### config.mk
export PLATFORM = sky130hd
export DESIGN_NAME = triangle_scanline_span
export DESIGN_NICKNAME = d
export VERILOG_FILES = /design/src/rtl/tss_pkg.sv /design/src/rtl/tss_div.sv /design/src/rtl/triangle_scanline_span.sv
export SDC_FILE = /design/constraint.sdc
export NUM_CORES = 2
export LEC_CHECK = 0
export ABC_CLOCK_PERIOD_IN_PS = 7270
export BUFFER_PORTS_ARGS = -buffer_cell sky130_fd_sc_hd__buf_2
export CORE_UTILIZATION = 30
export DETAILED_ROUTE_END_ITERATION = 7
export GPL_TIMING_DRIVEN = 0
export PLACE_DENSITY = 0.41
export SLEW_MARGIN = 20
export SYNTH_ARGS = -nofsm -noshare
export SYNTH_HDL_FRONTEND = slang
export SYNTH_SLANG_ARGS = --single-unit
### constraint.sdc
create_clock -name clk -period 7.27 [get_ports clk]
set_input_delay 0.727 -clock clk [delete_from_list [all_inputs] [get_ports clk]]
set_output_delay 0.727 -clock clk [all_outputs]
set_load 0.005 [all_outputs]
### src/rtl/tss_pkg.sv
package tss_pkg;

	// Configuration register map
	localparam int CFG_IDX_BITS = 1;

	typedef enum logic [CFG_IDX_BITS-1:0] {
		REG_CANVAS_WIDTH  = 1'b0,
		REG_CANVAS_HEIGHT = 1'b1
	} cfg_reg_t;

	// Canvas size after reset, both axes
	localparam int CANVAS_RESET = 240;

endpackage

### src/rtl/tss_div.sv
module tss_div #(
	parameter int W = 12
) (
	input  logic           clk,
	input  logic [2*W-1:0] num,
	input  logic [W-1:0]   den,
	output logic [W-1:0]   quot
);

	// Restoring division, one quotient bit per stage, MSB first.
	// Requires num < den * 2^W.
	logic [2*W-1:0] rem_s [W-1];
	logic [W-1:0]   den_s [W-1];
	logic [W-1:0]   quo_s [W];

	for (genvar k = 0; k < W; k++) begin : g_step
		localparam int BIT = W - 1 - k;
		logic [2*W-1:0] rem_in;
		logic [2*W-1:0] sub;
		logic [W-1:0]   den_in;
		logic [W-1:0]   quo_in;
		logic           fit;

		if (k == 0) begin : g_first
			assign rem_in = num;
			assign den_in = den;
			assign quo_in = '0;
		end else begin : g_next
			assign rem_in = rem_s[k-1];
			assign den_in = den_s[k-1];
			assign quo_in = quo_s[k-1];
		end

		assign sub = (2*W)'(den_in) << BIT;
		assign fit = (rem_in >= sub);

		always_ff @(posedge clk) begin
			quo_s[k] <= fit ? (quo_in | (W'(1) << BIT)) : quo_in;
		end

		if (k < W - 1) begin : g_carry
			always_ff @(posedge clk) begin
				rem_s[k] <= fit ? (rem_in - sub) : rem_in;
				den_s[k] <= den_in;
			end
		end
	end

	assign quot = quo_s[W-1];

endmodule

### src/rtl/triangle_scanline_span.sv
// Each item passes the sort, edge, multiply, divider, sign and clip register stages;
// done comes from a register and is high while each result is on the ports.
// Throughput: one transaction per cycle; busy is always low and results flow without stall.
// Most of the pipeline lies in the two restoring dividers, one quotient bit per stage.
// Reset (arst_n low, asynchronous) empties the pipeline and sets both canvas sizes to 240.
// The receiver cannot stall: each result is on the ports for exactly one cycle with done.
module triangle_scanline_span
	import tss_pkg::*;
#(
	parameter int COORD_BITS  = 12,
	parameter int CANVAS_BITS = 10
) (
	input  logic                                clk,
	input  logic                                arst_n,
	// Item channel
	input  logic                                start,
	output logic                                busy,
	input  logic signed [COORD_BITS-1:0]        ax,
	input  logic signed [COORD_BITS-1:0]        ay,
	input  logic signed [COORD_BITS-1:0]        bx,
	input  logic signed [COORD_BITS-1:0]        by_coord,
	input  logic signed [COORD_BITS-1:0]        cx_coord,
	input  logic signed [COORD_BITS-1:0]        cy_coord,
	input  logic signed [COORD_BITS-1:0]        row,
	// Configuration write port
	input  logic                                cfg_we,
	input  logic [CFG_IDX_BITS-1:0]             cfg_index,
	input  logic [CANVAS_BITS:0]                cfg_data,
	// Result channel
	output logic                                done,
	output logic                                visible,
	output logic [CANVAS_BITS-1:0]              span_start,
	output logic [CANVAS_BITS-1:0]              span_end
);

	localparam int C  = COORD_BITS;
	localparam int CB = CANVAS_BITS;
	// Signed working width for the final x positions and the clip compares
	localparam int XW = ((C > CB + 1) ? C : CB + 1) + 2;
	localparam logic [CB:0] CANVAS_MAX = {1'b1, {CB{1'b0}}};

	// Data carried alongside the dividers
	typedef struct packed {
		logic signed [C-1:0] x_long;   // start x of the long edge
		logic signed [C-1:0] x_short;  // start x of the short edge
		logic signed [C-1:0] x_end;    // bottom vertex x, used on a flat lower edge
		logic                neg_long;
		logic                neg_short;
		logic                flat_low;
		logic                kill;     // row produces no span at all
	} side_t;

	// ------------------------------------------------------------------
	// Configuration registers
	// ------------------------------------------------------------------
	logic [CB:0] width_q;
	logic [CB:0] height_q;

	always_ff @(posedge clk or negedge arst_n) begin
		if (!arst_n) begin
			width_q  <= (CB+1)'(CANVAS_RESET);
			height_q <= (CB+1)'(CANVAS_RESET);
		end else if (cfg_we) begin
			unique case (cfg_reg_t'(cfg_index))
				REG_CANVAS_WIDTH:  width_q  <= cfg_data;
				REG_CANVAS_HEIGHT: height_q <= cfg_data;
			endcase
		end
	end

	// Clamp oversized registers to the canvas maximum
	logic [CB:0] width_c;
	logic [CB:0] height_c;
	assign width_c  = (width_q  > CANVAS_MAX) ? CANVAS_MAX : width_q;
	assign height_c = (height_q > CANVAS_MAX) ? CANVAS_MAX : height_q;

	// The pipeline never holds off a new transaction
	assign busy = 1'b0;

	logic accept;
	assign accept = start & ~busy;

	// ------------------------------------------------------------------
	// Stage 1: sort vertices by y with strict compare-swaps 0-1, 0-2, 1-2
	// ------------------------------------------------------------------
	logic signed [C-1:0] p0x, p0y, p1x, p1y, p2x, p2y, tx, ty;

	always_comb begin
		tx  = '0;       ty  = '0;
		p0x = ax;       p0y = ay;
		p1x = bx;       p1y = by_coord;
		p2x = cx_coord; p2y = cy_coord;
		if (p0y > p1y) begin
			tx = p0x; ty = p0y; p0x = p1x; p0y = p1y; p1x = tx; p1y = ty;
		end
		if (p0y > p2y) begin
			tx = p0x; ty = p0y; p0x = p2x; p0y = p2y; p2x = tx; p2y = ty;
		end
		if (p1y > p2y) begin
			tx = p1x; ty = p1y; p1x = p2x; p1y = p2y; p2x = tx; p2y = ty;
		end
	end

	logic                valid_s1;
	logic signed [C-1:0] x0_s1, y0_s1, x1_s1, y1_s1, x2_s1, y2_s1, row_s1;

	always_ff @(posedge clk or negedge arst_n) begin
		if (!arst_n) begin
			valid_s1 <= 1'b0;
		end else begin
			valid_s1 <= accept;
		end
	end

	always_ff @(posedge clk) begin
		x0_s1  <= p0x; y0_s1 <= p0y;
		x1_s1  <= p1x; y1_s1 <= p1y;
		x2_s1  <= p2x; y2_s1 <= p2y;
		row_s1 <= row;
	end

	// ------------------------------------------------------------------
	// Stage 2: pick the edges, form deltas, flag rows that show nothing
	// ------------------------------------------------------------------
	logic              upper;
	logic signed [C:0] dxl, dxs, dyl, dys, dnl, dns;
	logic [C:0]        magl, mags;
	logic signed [XW-1:0] row_x, height_x;
	logic              kill_c;

	always_comb begin
		upper = (row_s1 < y1_s1);
		dxl   = (C+1)'(x2_s1) - (C+1)'(x0_s1);
		dyl   = (C+1)'(row_s1) - (C+1)'(y0_s1);
		dnl   = (C+1)'(y2_s1) - (C+1)'(y0_s1);
		if (upper) begin
			dxs = (C+1)'(x1_s1) - (C+1)'(x0_s1);
			dys = (C+1)'(row_s1) - (C+1)'(y0_s1);
			dns = (C+1)'(y1_s1) - (C+1)'(y0_s1);
		end else begin
			dxs = (C+1)'(x2_s1) - (C+1)'(x1_s1);
			dys = (C+1)'(row_s1) - (C+1)'(y1_s1);
			dns = (C+1)'(y2_s1) - (C+1)'(y1_s1);
		end
		// Divide magnitudes, reapply the sign later: truncates toward zero
		magl     = dxl[C] ? -dxl : dxl;
		mags     = dxs[C] ? -dxs : dxs;
		row_x    = XW'(row_s1);
		height_x = XW'({1'b0, height_c});
		kill_c   = (y2_s1 == y0_s1) || (row_s1 < y0_s1) || (row_s1 > y2_s1)
			|| (row_s1 < 0) || (row_x >= height_x);
	end

	logic          valid_s2;
	logic [C-1:0]  magl_s2, mags_s2, dyl_s2, dys_s2, dnl_s2, dns_s2;
	side_t         side_s2;

	always_ff @(posedge clk or negedge arst_n) begin
		if (!arst_n) begin
			valid_s2 <= 1'b0;
		end else begin
			valid_s2 <= valid_s1;
		end
	end

	always_ff @(posedge clk) begin
		magl_s2 <= magl[C-1:0];
		mags_s2 <= mags[C-1:0];
		dyl_s2  <= dyl[C-1:0];
		dys_s2  <= dys[C-1:0];
		dnl_s2  <= dnl[C-1:0];
		dns_s2  <= dns[C-1:0];
		side_s2.x_long    <= x0_s1;
		side_s2.x_short   <= upper ? x0_s1 : x1_s1;
		side_s2.x_end     <= x2_s1;
		side_s2.neg_long  <= dxl[C];
		side_s2.neg_short <= dxs[C];
		side_s2.flat_low  <= ~upper && (y2_s1 == y1_s1);
		side_s2.kill      <= kill_c;
	end

	// ------------------------------------------------------------------
	// Stage 3: |dx| * dy for both edges
	// ------------------------------------------------------------------
	logic            valid_s3;
	logic [2*C-1:0]  numl_s3, nums_s3;
	logic [C-1:0]    dnl_s3, dns_s3;
	side_t           side_s3;

	always_ff @(posedge clk or negedge arst_n) begin
		if (!arst_n) begin
			valid_s3 <= 1'b0;
		end else begin
			valid_s3 <= valid_s2;
		end
	end

	always_ff @(posedge clk) begin
		numl_s3 <= (2*C)'(magl_s2) * (2*C)'(dyl_s2);
		nums_s3 <= (2*C)'(mags_s2) * (2*C)'(dys_s2);
		dnl_s3  <= dnl_s2;
		dns_s3  <= dns_s2;
		side_s3 <= side_s2;
	end

	// ------------------------------------------------------------------
	// Division stages: two lanes, side data delayed to match
	// ------------------------------------------------------------------
	logic [C-1:0] ql, qs;

	tss_div #(.W(C)) u_div_long (
		.clk  (clk),
		.num  (numl_s3),
		.den  (dnl_s3),
		.quot (ql)
	);

	tss_div #(.W(C)) u_div_short (
		.clk  (clk),
		.num  (nums_s3),
		.den  (dns_s3),
		.quot (qs)
	);

	logic  valid_d [C];
	side_t side_d  [C];

	always_ff @(posedge clk or negedge arst_n) begin
		if (!arst_n) begin
			for (int k = 0; k < C; k++) begin
				valid_d[k] <= 1'b0;
			end
		end else begin
			valid_d[0] <= valid_s3;
			for (int k = 1; k < C; k++) begin
				valid_d[k] <= valid_d[k-1];
			end
		end
	end

	always_ff @(posedge clk) begin
		side_d[0] <= side_s3;
		for (int k = 1; k < C; k++) begin
			side_d[k] <= side_d[k-1];
		end
	end

	// ------------------------------------------------------------------
	// Stage 4: reapply signs, add the edge start points
	// ------------------------------------------------------------------
	side_t             side_e;
	logic signed [XW-1:0] qlx, qsx, xa, xb;

	assign side_e = side_d[C-1];

	always_comb begin
		qlx = XW'({1'b0, ql});
		qsx = XW'({1'b0, qs});
		xa  = XW'(side_e.x_long) + (side_e.neg_long ? -qlx : qlx);
		if (side_e.flat_low) begin
			xb = XW'(side_e.x_end);
		end else begin
			xb = XW'(side_e.x_short) + (side_e.neg_short ? -qsx : qsx);
		end
	end

	logic                 valid_s4, kill_s4;
	logic signed [XW-1:0] xa_s4, xb_s4;

	always_ff @(posedge clk or negedge arst_n) begin
		if (!arst_n) begin
			valid_s4 <= 1'b0;
		end else begin
			valid_s4 <= valid_d[C-1];
		end
	end

	always_ff @(posedge clk) begin
		xa_s4   <= xa;
		xb_s4   <= xb;
		kill_s4 <= side_e.kill;
	end

	// ------------------------------------------------------------------
	// Stage 5: order the ends, clip to the canvas, drive the result
	// ------------------------------------------------------------------
	logic signed [XW-1:0] lo, hi, sx, ex, wm1;
	logic                 vis;

	always_comb begin
		lo  = (xa_s4 < xb_s4) ? xa_s4 : xb_s4;
		hi  = (xa_s4 < xb_s4) ? xb_s4 : xa_s4;
		wm1 = XW'({1'b0, width_c}) - XW'(1);
		sx  = (lo < 0) ? '0 : lo;
		ex  = (hi > wm1) ? wm1 : hi;
		vis = ~kill_s4 && (sx <= ex);
	end

	logic          done_s5, visible_s5;
	logic [CB-1:0] start_s5, end_s5;

	always_ff @(posedge clk or negedge arst_n) begin
		if (!arst_n) begin
			done_s5    <= 1'b0;
			visible_s5 <= 1'b0;
			start_s5   <= '0;
			end_s5     <= '0;
		end else begin
			done_s5    <= valid_s4;
			// Drop the span to zero whenever the row is killed or its clipped span is empty
			visible_s5 <= valid_s4 & vis;
			start_s5   <= vis ? sx[CB-1:0] : '0;
			end_s5     <= vis ? ex[CB-1:0] : '0;
		end
	end

	assign done       = done_s5;
	assign visible    = visible_s5;
	assign span_start = start_s5;
	assign span_end   = end_s5;

	// ------------------------------------------------------------------
	// Assertions
	// ------------------------------------------------------------------
	// Register stages from the input ports to done
	localparam int LAT = C + 5;

	// Every result strobe traces back to an accepted transaction
	a_done_origin: assert property (@(posedge clk) disable iff (!arst_n)
		done |-> $past(accept, LAT))
		else $error("result strobe without a matching transaction");

	// A visible span is ordered
	a_span_order: assert property (@(posedge clk) disable iff (!arst_n)
		visible |-> (span_start <= span_end))
		else $error("span start beyond span end");

	// A visible span stays inside the canvas width
	a_span_clip: assert property (@(posedge clk) disable iff (!arst_n)
		visible |-> ({1'b0, span_end} < width_c))
		else $error("span end beyond the last column");

	// A killed row leaves the divider stages and comes out invisible
	a_kill_hidden: assert property (@(posedge clk) disable iff (!arst_n)
		(valid_d[C-1] && side_e.kill) |=> ##1 (done && !visible))
		else $error("killed row reported as visible");

	// Visible only together with the strobe
	a_vis_strobe: assert property (@(posedge clk) disable iff (!arst_n)
		visible |-> done)
		else $error("visible flag without result strobe");

endmodule
# After elaboration in Yosys (flattened, before gate mapping)
# Memory sizes are Yosys's and may differ from the RTL's.
# Index checks and enable logic that the tools add are counted.
# word_totals
inputBits	100
mem_count	7
mem_bits_rw	1560
out_inout_bits	23
elab_cells	229
ff_bits	397
# memory_table
name	depth	width	read_ports	rd_clocked_by_memory_dff	wr	line	text
side_d	12	40	12	0	12	triangle_scanline_span.sv:226	side_t side_d [C];
u_div_long.rem_s	11	24	11	0	11	tss_div.sv:12	logic [2*W-1:0] rem_s [W-1];
u_div_short.rem_s	11	24	11	0	11	tss_div.sv:12	
u_div_long.quo_s	12	12	12	0	12	tss_div.sv:14	logic [W-1:0] quo_s [W];
u_div_short.quo_s	12	12	12	0	12	tss_div.sv:14	
u_div_long.den_s	11	12	11	0	11	tss_div.sv:13	logic [W-1:0] den_s [W-1];
1 more memories	--	--	--	--	--	--	
# op_classes
n_eq_ne	2
bitwise	4
reduce_logical	8
mux	75
order_cmp	38
multipliers	2
add_sub_neg	37
# ops
operator	n
two-way mux 24 bit	22
two-way mux 12 bit	19
two-way mux 14 bit	7
subtractor 12 bit	5
>= comparator 24 x 12 -> 1 bit	2
>= comparator 24 x 13 -> 1 bit	2
>= comparator 24 x 14 -> 1 bit	2
>= comparator 24 x 15 -> 1 bit	2
>= comparator 24 x 16 -> 1 bit	2
>= comparator 24 x 17 -> 1 bit	2
>= comparator 24 x 18 -> 1 bit	2
>= comparator 24 x 19 -> 1 bit	2
>= comparator 24 x 20 -> 1 bit	2
>= comparator 24 x 21 -> 1 bit	2
>= comparator 24 x 22 -> 1 bit	2
>= comparator 24 x 23 -> 1 bit	2
> comparator 12 bit	4
multiplier 12 x 12 -> 24 bit	2
subtractor 24 x 13 -> 24 bit	2
subtractor 24 x 14 -> 24 bit	2
subtractor 24 x 15 -> 24 bit	2
subtractor 24 x 16 -> 24 bit	2
subtractor 24 x 17 -> 24 bit	2
subtractor 24 x 18 -> 24 bit	2
other kinds (36)	71

# Depth between registers and ports, before layout
# depth
depth_word	8
mapped_depth	33
mapped_depth_nobuf	29

# Modules after synthesis
# From an unflattened synthesis, not the netlist that was laid out.
# unflattened
hier_cells	7522
area_unflattened_um2	77598.2
# modules_own_cells
mod	cells_per_inst	area_per_inst_um2	n_inst	seq_area_each_um2
triangle_scanline_span	3650	38949.9	1	17867.1
tss_div at u_div_short	1934	19378.6	1	9489.1
tss_div at u_div_long	1938	19269.7	1	9489.1

# Worst setup path after synthesis
# Ideal clock, no wire load.
# synth_timing
path_kind	input-to-reg
from	input port by_coord[1]
to	register x2_s1[10]
arrival_ns	6.423
required_ns	7.206
path_slack_ns	0.783
path_stages	31
path_buffers	4
setup_time_ns	0.064
cell_sequence	inv_1 -> ha_1 -> nor2b_1 -> o21a_1 -> o21ai_0 -> a21oi_1 -> a31oi_1 -> o22ai_1 -> clkbuf_1 -> mux2_2 -> ha_1 -> and3_1 -> nand3_1 -> or3_1 -> a21oi_1 -> o41ai_2 -> nand2_1 -> buf_2 -> mux2i_1 -> ha_1 -> a21o_1 -> a21o_1 -> a21o_1 -> a211oi_1 -> a21oi_1 -> or2_0 -> clkbuf_1 -> mux2i_1 -> buf_2 -> o22ai_1 -> nor2_1
# synth_between
elab_chain_len	6
word_cells_on_any_way	10
cone_classes	3 x order compare; 7 x mux
# synth_rtl
element	line	text
start: declaration	triangle_scanline_span.sv:21	input logic signed [COORD_BITS-1:0] by_coord,
> comparator 12 bit	triangle_scanline_span.sv:93	if (p0y > p1y) begin
two-way mux 12 bit	triangle_scanline_span.sv:93	
> comparator 12 bit	triangle_scanline_span.sv:96	if (p0y > p2y) begin
two-way mux 12 bit	triangle_scanline_span.sv:96	
> comparator 12 bit	triangle_scanline_span.sv:99	if (p1y > p2y) begin
two-way mux 12 bit *	triangle_scanline_span.sv:99	
net p2x[10]	triangle_scanline_span.sv:86	logic signed [C-1:0] p0x, p0y, p1x, p1y, p2x, p2y, tx, ty;
end signal: assignment	triangle_scanline_span.sv:118	x2_s1 <= p2x; y2_s1 <= p2y;
end: declaration	triangle_scanline_span.sv:105	logic signed [C-1:0] x0_s1, y0_s1, x1_s1, y1_s1, x2_s1, y2_s1, row_s1;
# The timed path passes the listed nets; every way through them passes the cells marked *.
# A chain may end at the register's enable or synchronous reset.

# Worst setup path after layout
# layout_timing
from	input port by_coord[4]
to	register x2_s1[9]
# The elaborated chain is that of the path after synthesis.

==> reports/metrics.cfg <==
[cts]
h-tree-depth = 4
cts_tree = done
clock_latency_ps = 850
clkTransAtPathRegs_ps = 60
cts_buffers = 193
cts_buffer_depth = 3
cts_sinks = 1825
ctsRootBufferMaster = clkbuf_16

[timing]
fin_hold_ws_ps = 71.83
slew_headroom_pct = 28.82
slew_violations = 0
fin_skew_ps = 54.61
rsz0062_at_grt = no
finalSetupViolations = 0
fmax_ghz = 0.1465
period_minus_slack_ps = 6825
hold_violations = 0
tightest_slew_ps = 1060
period_share_pct = 93.87

[setup_path]
cp-start-kind = input port
worst-path-buf-inv = 6
rr_worst_depth = 31
reg2reg_from = xb_s4[13]
worstPathRequired_ps = 7990
slowest_stage = or4_1
cp_max_fo = 10
critPathKind = input port to flop
arrival_ps = 7540
endpoint_kind = flop
critPathMaxStageDelay_ps = 500
path_delay_family = compound AO/OA/AOI/OAI gates
rrSetupSlack_ps = 580
r2r-end = span_end[6]

[synthesis]
synthesis.instances = 7493
yosys-top-cells-area = dfxtp_1 (46%), ha_1 (10%), fa_1 (6.1%)
ys_seq_area_share_pct = 48.11
syn_avg_cell_area_um2 = 10.22
synth_common_cells = dfxtp_1 (1765), inv_1 (824), ha_1 (635)
synthMostInstantiatedCell = dfxtp_1
synth_seq_cells = 1825
async_flop_share_pct = 3.288
yosysUniqueCellTypes = 92
netlist_area_mm2 = 0.07658
synth_enable_flop_cells = 0
synth_top_area_share_pct = 46.14
syn_nets = 8460
yosys.area.top_type = dfxtp_1
synthFlopType = dfxtp_1
yosysWarningCount = 0

[run]
maxCapViolCount = 0

[global_routing]
grt-ovfl-total = 0
antenna_found_initial = 13
grt_pass1_wl_um = 286800
track_usage_pct = 14.04
grt_pass1_vias = 51980
grt_max_degree = 61

[routing]
drcViolationCount = 0
drt_iter0_markers = 1933
vias = 50150
wl_um = 181200
routedWlPerCell_um = 15.96
drt-pass1-iter-count = 5
postRouteAntennaNets = 0
vias_per_cell = 4.417

[floorplan]
row_count = 185
coreArea_mm2 = 0.2539
io_pins = 123
die_area_mm2 = 0.2573
die_x_um = 507.2
die_height_um = 507.2
initial_core_util_pct = 30.16

[worst_hold_path]
hp-class = input port to flop
hp-start = row[1]
hold_depth = 1
holdPathEnd = row_s1[1]

[status]
status = finished, final reports clean

[finish]
fill_cells = 25260
postLayoutCoreUtil_pct = 34.75
area_growth_pct = 15.22
drive_gt1_share_pct = 7.944
layout.nets = 8787
stdcell_count = 11350

[place]
placed_cells = 10980
gp_congestion = 0.8489
dpl.hpwl_um = 146200
portBuffers = 121

[worst max-delay path by stage]
stage	startpoint	end	slack (ps)	cells past startpoint
global placement	by_coord[1]	x1_s1[2]	-950	31
detailed placement	by_coord[1]	x1_s1[5]	-990	31
floorplan	by_coord[1]	x2_s1[10]	780	31
CTS	xb_s4[13]	span_end[6]	90	32
finish	by_coord[4]	x2_s1[9]	450	31
global route	by_coord[4]	x2_s1[9]	30	31
[layer usage]
layer,global-route usage [%],up-vias,share of wire (%)
met5,0,-,0
met2,23.47,755,46
li1,-,25810,-
met4,5.131,0,3.1
met3,1.997,306,3.2
met1,18.31,23270,48
[layout by cell type (no fill, tap or decap), types with 23 or more instances in the layout]
cell	count
a211oi_1	31
a21boi_0	48
a21o_1	129
a21oi_1	329
a31oi_1	24
and2_1	113
and3_1	27
buf_2	149
clkbuf_1	149
clkbuf_16	193
clkbuf_8	38
clkinv_2	39
dfrtp_1	52
dfxtp_1	1765
fa_1	232
ha_1	635
inv_1	824
mux2_2	82
mux2i_1	116
nand2_1	593
nand2b_1	61
nand3_1	85
nand4_1	58
nor2_1	439
nor2b_1	112
nor3_1	131
nor3b_1	23
nor4_1	65
o21a_1	76
o21ai_0	333
o21ai_1	29
o21bai_1	25
o22ai_1	25
o31ai_1	58
or3_1	59
xnor2_1	244
xor2_1	206
[sequential cells by signal, indices dropped and copies added, names as in the netlist, 14 cells and up]
signal	cells
u_div_short.rem_s	264
u_div_long.den_s	132
side_s3	40
u_div_short.quo_s	78
numl_s3	24
xb_s4	14
u_div_long.rem_s	264
side_d	480
xa_s4	14
u_div_long.quo_s	78
side_s2	40
nums_s3	24
u_div_short.den_s	132
[area by class of cell]
class	count	area, um^2	area share, %
timing repair buffer	133	713.2	0.8083
inverter	826	3100	3.514
buffer	145	600.6	0.6807
multi-input combinational	4696	36110	40.92
antenna	7	17.52	0.01985
tap	3366	4212	4.773
clock buffer	276	5522	6.258
sequential	1825	36850	41.76
clock inverter	80	1119	1.268
[kinds of logic (layout without fill, tap and decap cells)]
logic type               count (synthesis)  count (layout)  share of synthesized area, %
buffers and inverters                  972            1460                         4.830
XOR/XNOR                               450             450                         5.147
flip-flops                            1825            1825                         48.11
AND/OR/NAND/NOR                       1883            1883                         11.96
multiplexers                           202             202                         2.781
other                                    1               8                      0.004897
AO/OA/AOI/OAI                         1293            1293                         10.72
adder cells (fa/ha/maj)                867             867                         16.44
[timing repair]
action,in CTS,in global routing
hold buffers,6,0
endpoints found under the hold margin,57,0
setup endpoints to repair,36,51
setup buffers,3,3
resized for setup,2,15
pin swaps,1,0
[through the flow]
stage          setup WS, ps  instance area (um^2)  TNS, ps
6_report              445.5                 88230        0
5_1_grt               28.27                 88230        0
4_1_cts               88.05                 88130        0
3_5_place_dp         -985.0                 81400   -44160
3_3_place_gp         -948.3                 81400   -43080
2_1_floorplan         782.9                 76580        0
Power is not shown: default switching activity piles up to over one toggle a cycle in this logic, so the estimate is an artifact.
